==> config.mk <==
export PLATFORM = sky130hd
export DESIGN_NAME = bhm_div
export DESIGN_NICKNAME = d
export VERILOG_FILES = /design/src/sv/bhm_pkg.sv /design/src/sv/bhm_div.sv
export SDC_FILE = /design/constraint.sdc
export NUM_CORES = 1
export LEC_CHECK = 0
export BUFFER_PORTS_ARGS = -buffer_cell sky130_fd_sc_hd__buf_4
export CORE_ASPECT_RATIO = 1.75
export CORE_UTILIZATION = 35
export CTS_CLUSTER_DIAMETER = 60
export DETAILED_ROUTE_END_ITERATION = 6
export PLACE_DENSITY = 0.59
export SYNTH_ARGS = -nofsm -noshare
export SYNTH_HDL_FRONTEND = slang
export SYNTH_SLANG_ARGS = --single-unit
==> constraint.sdc <==
create_clock -name clk -period 2.45 [get_ports clk]
set_input_delay 0.3675 -clock clk [delete_from_list [all_inputs] [get_ports clk]]
set_output_delay 0.3675 -clock clk [all_outputs]
set_load 0.02 [all_outputs]
==> src/sv/bhm_pkg.sv <==
// Shared types and constants for the binned histogram with mode tracking.
// Used by bhm_div and by the top level binned_histogram_with_mode.
`timescale 1ns / 1ps

package bhm_pkg;

  // Store geometry.
  localparam int BINS       = 256;
  localparam int BIN_BITS   = $clog2(BINS);
  localparam int COUNT_BITS = 32;
  localparam logic [COUNT_BITS-1:0] COUNT_MAX = {COUNT_BITS{1'b1}};

  // Sample and label width.
  localparam int DATA_W = 16;

  // Divider width and iteration counter width.
  localparam int DIV_W     = 16;
  localparam int DIV_CNT_W = $clog2(DIV_W);

  // Operation codes.
  localparam logic [1:0] OP_ADD   = 2'd0;
  localparam logic [1:0] OP_CLEAR = 2'd1;
  localparam logic [1:0] OP_READ  = 2'd2;

  // Configuration register indexes.
  localparam logic [1:0] REG_MIN_LABEL = 2'd0;
  localparam logic [1:0] REG_MAX_LABEL = 2'd1;
  localparam logic [1:0] REG_STEP_SIZE = 2'd2;

  // Configuration reset values.
  localparam logic signed [DATA_W-1:0] MIN_LABEL_RST = 16'sd0;
  localparam logic signed [DATA_W-1:0] MAX_LABEL_RST = 16'sd255;
  localparam logic [DATA_W-1:0]        STEP_SIZE_RST = 16'd16;

  // Request to the divider.
  typedef struct packed {
    logic             start;
    logic [DIV_W-1:0] dividend;
    logic [DIV_W-1:0] divisor;
  } div_req_t;

  // Response from the divider.
  typedef struct packed {
    logic             done;
    logic [DIV_W-1:0] quotient;
  } div_rsp_t;

endpackage

==> src/sv/bhm_div.sv <==
// Restoring unsigned divider that retires one quotient bit per clock.
// Depends on bhm_pkg for the width and the request and response structs.
`timescale 1ns / 1ps

module bhm_div (
  input  logic              clk,
  input  logic              rst,
  input  bhm_pkg::div_req_t req,
  output bhm_pkg::div_rsp_t rsp
);

  logic                          running;
  logic [bhm_pkg::DIV_CNT_W-1:0] cnt;
  logic [bhm_pkg::DIV_W-1:0]     rem;
  logic [bhm_pkg::DIV_W-1:0]     quo;
  logic [bhm_pkg::DIV_W-1:0]     divisor;
  logic                          done;

  // Trial subtraction of the divisor from the shifted partial remainder.
  logic [bhm_pkg::DIV_W:0]   shifted;
  logic [bhm_pkg::DIV_W+1:0] trial;
  logic                      fits;

  assign shifted = {rem, quo[bhm_pkg::DIV_W-1]};
  assign trial   = {1'b0, shifted} - {2'b00, divisor};
  assign fits    = !trial[bhm_pkg::DIV_W+1];

  // Control: load on start, count iterations, pulse done after the last one.
  always_ff @(posedge clk) begin
    if (rst) begin
      running <= 1'b0;
      done    <= 1'b0;
      cnt     <= '0;
    end else begin
      done <= 1'b0;
      if (req.start) begin
        running <= 1'b1;
        cnt     <= '0;
      end else if (running) begin
        cnt <= cnt + 1'b1;
        if (cnt == bhm_pkg::DIV_CNT_W'(bhm_pkg::DIV_W - 1)) begin
          running <= 1'b0;
          done    <= 1'b1;
        end
      end
    end
  end

  // Datapath: one shift and conditional subtract per cycle.
  always_ff @(posedge clk) begin
    if (req.start) begin
      rem     <= '0;
      quo     <= req.dividend;
      divisor <= req.divisor;
    end else if (running) begin
      rem <= fits ? trial[bhm_pkg::DIV_W-1:0] : shifted[bhm_pkg::DIV_W-1:0];
      quo <= {quo[bhm_pkg::DIV_W-2:0], fits};
    end
  end

  assign rsp.done     = done;
  assign rsp.quotient = quo;

endmodule

==> impl_metrics.tcl <==
set metrics [dict create \
    outcome "finished, final reports clean" \
    worstReg2RegEnd "rem[2]" \
    root_buffer "clkbuf_16" \
    clk_pin_slew_ns 0.07 \
    hold_path_end "running" \
    ant_nets 0 \
    io_buffers 51 \
    synthFlopType "edfxtp_1" \
    nNetsFinal 422 \
    maxCapViolations 0 \
    n_fill_cell 853 \
    min_period_over_period_pct 95.3 \
    ys_warn_count 0 \
    via_per_inst 5.34 \
    h-tree-depth 2 \
    num_antenna_cells 0 \
    grt.overflow.total 0 \
    drt_iter0_drc 105 \
    finalHoldViolations 0 \
    finalSetupViolations 0 \
    fin_tns_setup_ns 0 \
    syn-num-nets 356 \
    slew_violations 0 \
    clock_skew_ns 0.00403 \
    ys_types 59 \
    fmax_mhz 428 \
    r2r_start "divisor[6]" \
    yosysSeqAreaShare_pct 44.4 \
    grt_pass1_vias 2735 \
    syn-cell-area_mm2 0.00315 \
    finalPower_mw 2.65 \
    dr.pass1.iters 4 \
    vias 2603 \
    reg2regPathDepth 8 \
    critPathMaxFanout 6 \
    p_leak_nw 1.60 \
    grt_util_all_layers_pct 17.3 \
    ys_top_cells_by_count "edfxtp_1, nor2_1, dfxtp_1, nand2_1, inv_1" \
    yosys_register_bits 54 \
    num_rows 45 \
    syn_avg_cell_area_um2 10.4 \
    yosysTopAreaCell "edfxtp_1" \
    syn_inst 303 \
    hpwl_mm 5.63 \
    clockBufferDepth 2 \
    hold_depth 2 \
    gp_congestion 0.894 \
    yosys.area.top_type_share_pct 30.5 \
    fp.coreArea_mm2 0.00873 \
    hold_path_startpoint "rst" \
    grt_max_degree 58 \
    hp-class "input port to register" \
    crit_type "register to register" \
    start_util_pct 36.1 \
    power_density_mw_per_mm2 670 \
    r2r_slack_ns 0.12 \
    finalCriticalPeriod_ns 2.33 \
    finalWirelength_mm 7.63 \
    cts_inserted_buffers 5 \
    startpoint_type "register" \
    yosysMostFrequentCell "edfxtp_1" \
    tightest_slew_ns 0.676 \
    drive_gt1_share_pct 33.5 \
    ios 52 \
    cts_tree "yes" \
    cp-end-kind "register" \
    clkSinkCount 54 \
    die_h_um 128 \
    die_w_um 73.8 \
    synth_edf_count 32 \
    ir_drop_v 0.000400 \
    grt_setup_unrepaired "no" \
    cp.arrival_ns 2.53 \
    synthTopCellsByArea "edfxtp_1, dfxtp_1, ha_1, mux2_2, nor2_1" \
    dieArea_mm2 0.00941 \
    worstPathRequired_ns 2.65 \
    synthArstFlopShare_pct 0 \
    slew_headroom_pct 54.9 \
    wl_per_cell_um 15.7 \
    drc_errors 0 \
    insertion_delay_ns 0.30 \
    grt_pass1_wl_mm 12.4 \
    synthToLayoutAreaGrowth_pct 25.4 \
    antenna_found_initial 0 \
]
## worst max path at each step
stage | from | endpoint
detailed placement | divisor[6] | quo[0]
global route | quo[15] | rem[12]
global placement | divisor[6] | quo[0]
floorplan | quo[15] | rem[12]
CTS | divisor[6] | quo[0]
finish | divisor[6] | rem[2]
## cell type report
type	count	area, um2	share of cell area (%)
Clock buffer	6	129	3.26
Clock inverter	2	37.5	0.949
Inverter	20	75.1	1.90
Multi-Input combinational cell	214	1610	40.7
Sequential cell	54	1400	35.4
Tap cell	117	146	3.70
Timing Repair Buffer	74	556	14.1
## metrics by stage
step	util, %	cells	cell area [um2]	setup slack [ns]	hold WS (ns)
after floorplan	-	303	3150	0.0149	0.439
after detailed placement	42.7	477	3730	-0.0821	0.473
after global routing	45.3	487	3950	0.000780	0.228
final	45.3	487	3950	0.115	0.222
after global placement	42.7	477	3730	-0.0656	0.468
after CTS	44.7	485	3900	-0.0178	0.219
## per-layer routing
| metal | global-route usage, % | up-vias | part of all wire [%] |
|---|---|---|---|
| met3 | 2.60 | 23 | 2.8 |
| met2 | 31.5 | 67 | 56 |
| met5 | 0 | - | 0 |
| met1 | 18.1 | 1260 | 38 |
| met4 | 9.73 | 0 | 3.7 |
| li1 | - | 1253 | - |
## flip-flops by register name, summed over array words and instances (netlist names)
register	cells
divisor	16
running	1
rem	16
done	1
quo	16
cnt	4
## worst max-delay path, cell delays in order, from the launching register on
cell	delay, ns
edfxtp_1	0.37
inv_1	0.07
ha_1	0.27
a21oi_2	0.25
o21ai_2	0.11
a31o_2	0.32
o21ba_4	0.27
or4_1	0.46
o311ai_0	0.10
## cell usage in the layout (no fill, tap or decap), drive strengths merged, types with 12 or more instances in the layout
master / instances
buf: 74
dfxtp: 22
inv: 20
nand3: 16
o21ai: 18
mux2: 16
ha: 17
nor2: 24
nand2: 21
a311oi: 12
edfxtp: 32
a21oi: 17
## power by group
| group | internal [mW] | switching (mW) |
|---|---|---|
| Clock | 0.484 | 0.345 |
| Combinational | 0.333 | 0.394 |
| Sequential | 1.05 | 0.0432 |
| Total | 1.87 | 0.782 |
## cell families after synthesis
family | count (synthesis) | share of synthesized area (%)
xor+xnor | 12 | 3.33
fa+ha+maj | 18 | 7.38
flops | 54 | 44.4
mux | 17 | 6.03
compound gates | 81 | 19.7
simple gates | 85 | 13.0
buf+inv | 36 | 6.11
## what timing repair did
item / 4_1_cts / 5_1_grt
pin swaps: 1 / 4
hold buffers: 0 / 0
cloned: 0 / 1
gates resized for setup: 2 / 8
setup endpoints to repair: 13 / 15
setup buffers: 0 / 1
No activity file was read; power rests on OpenSTA's default activity.
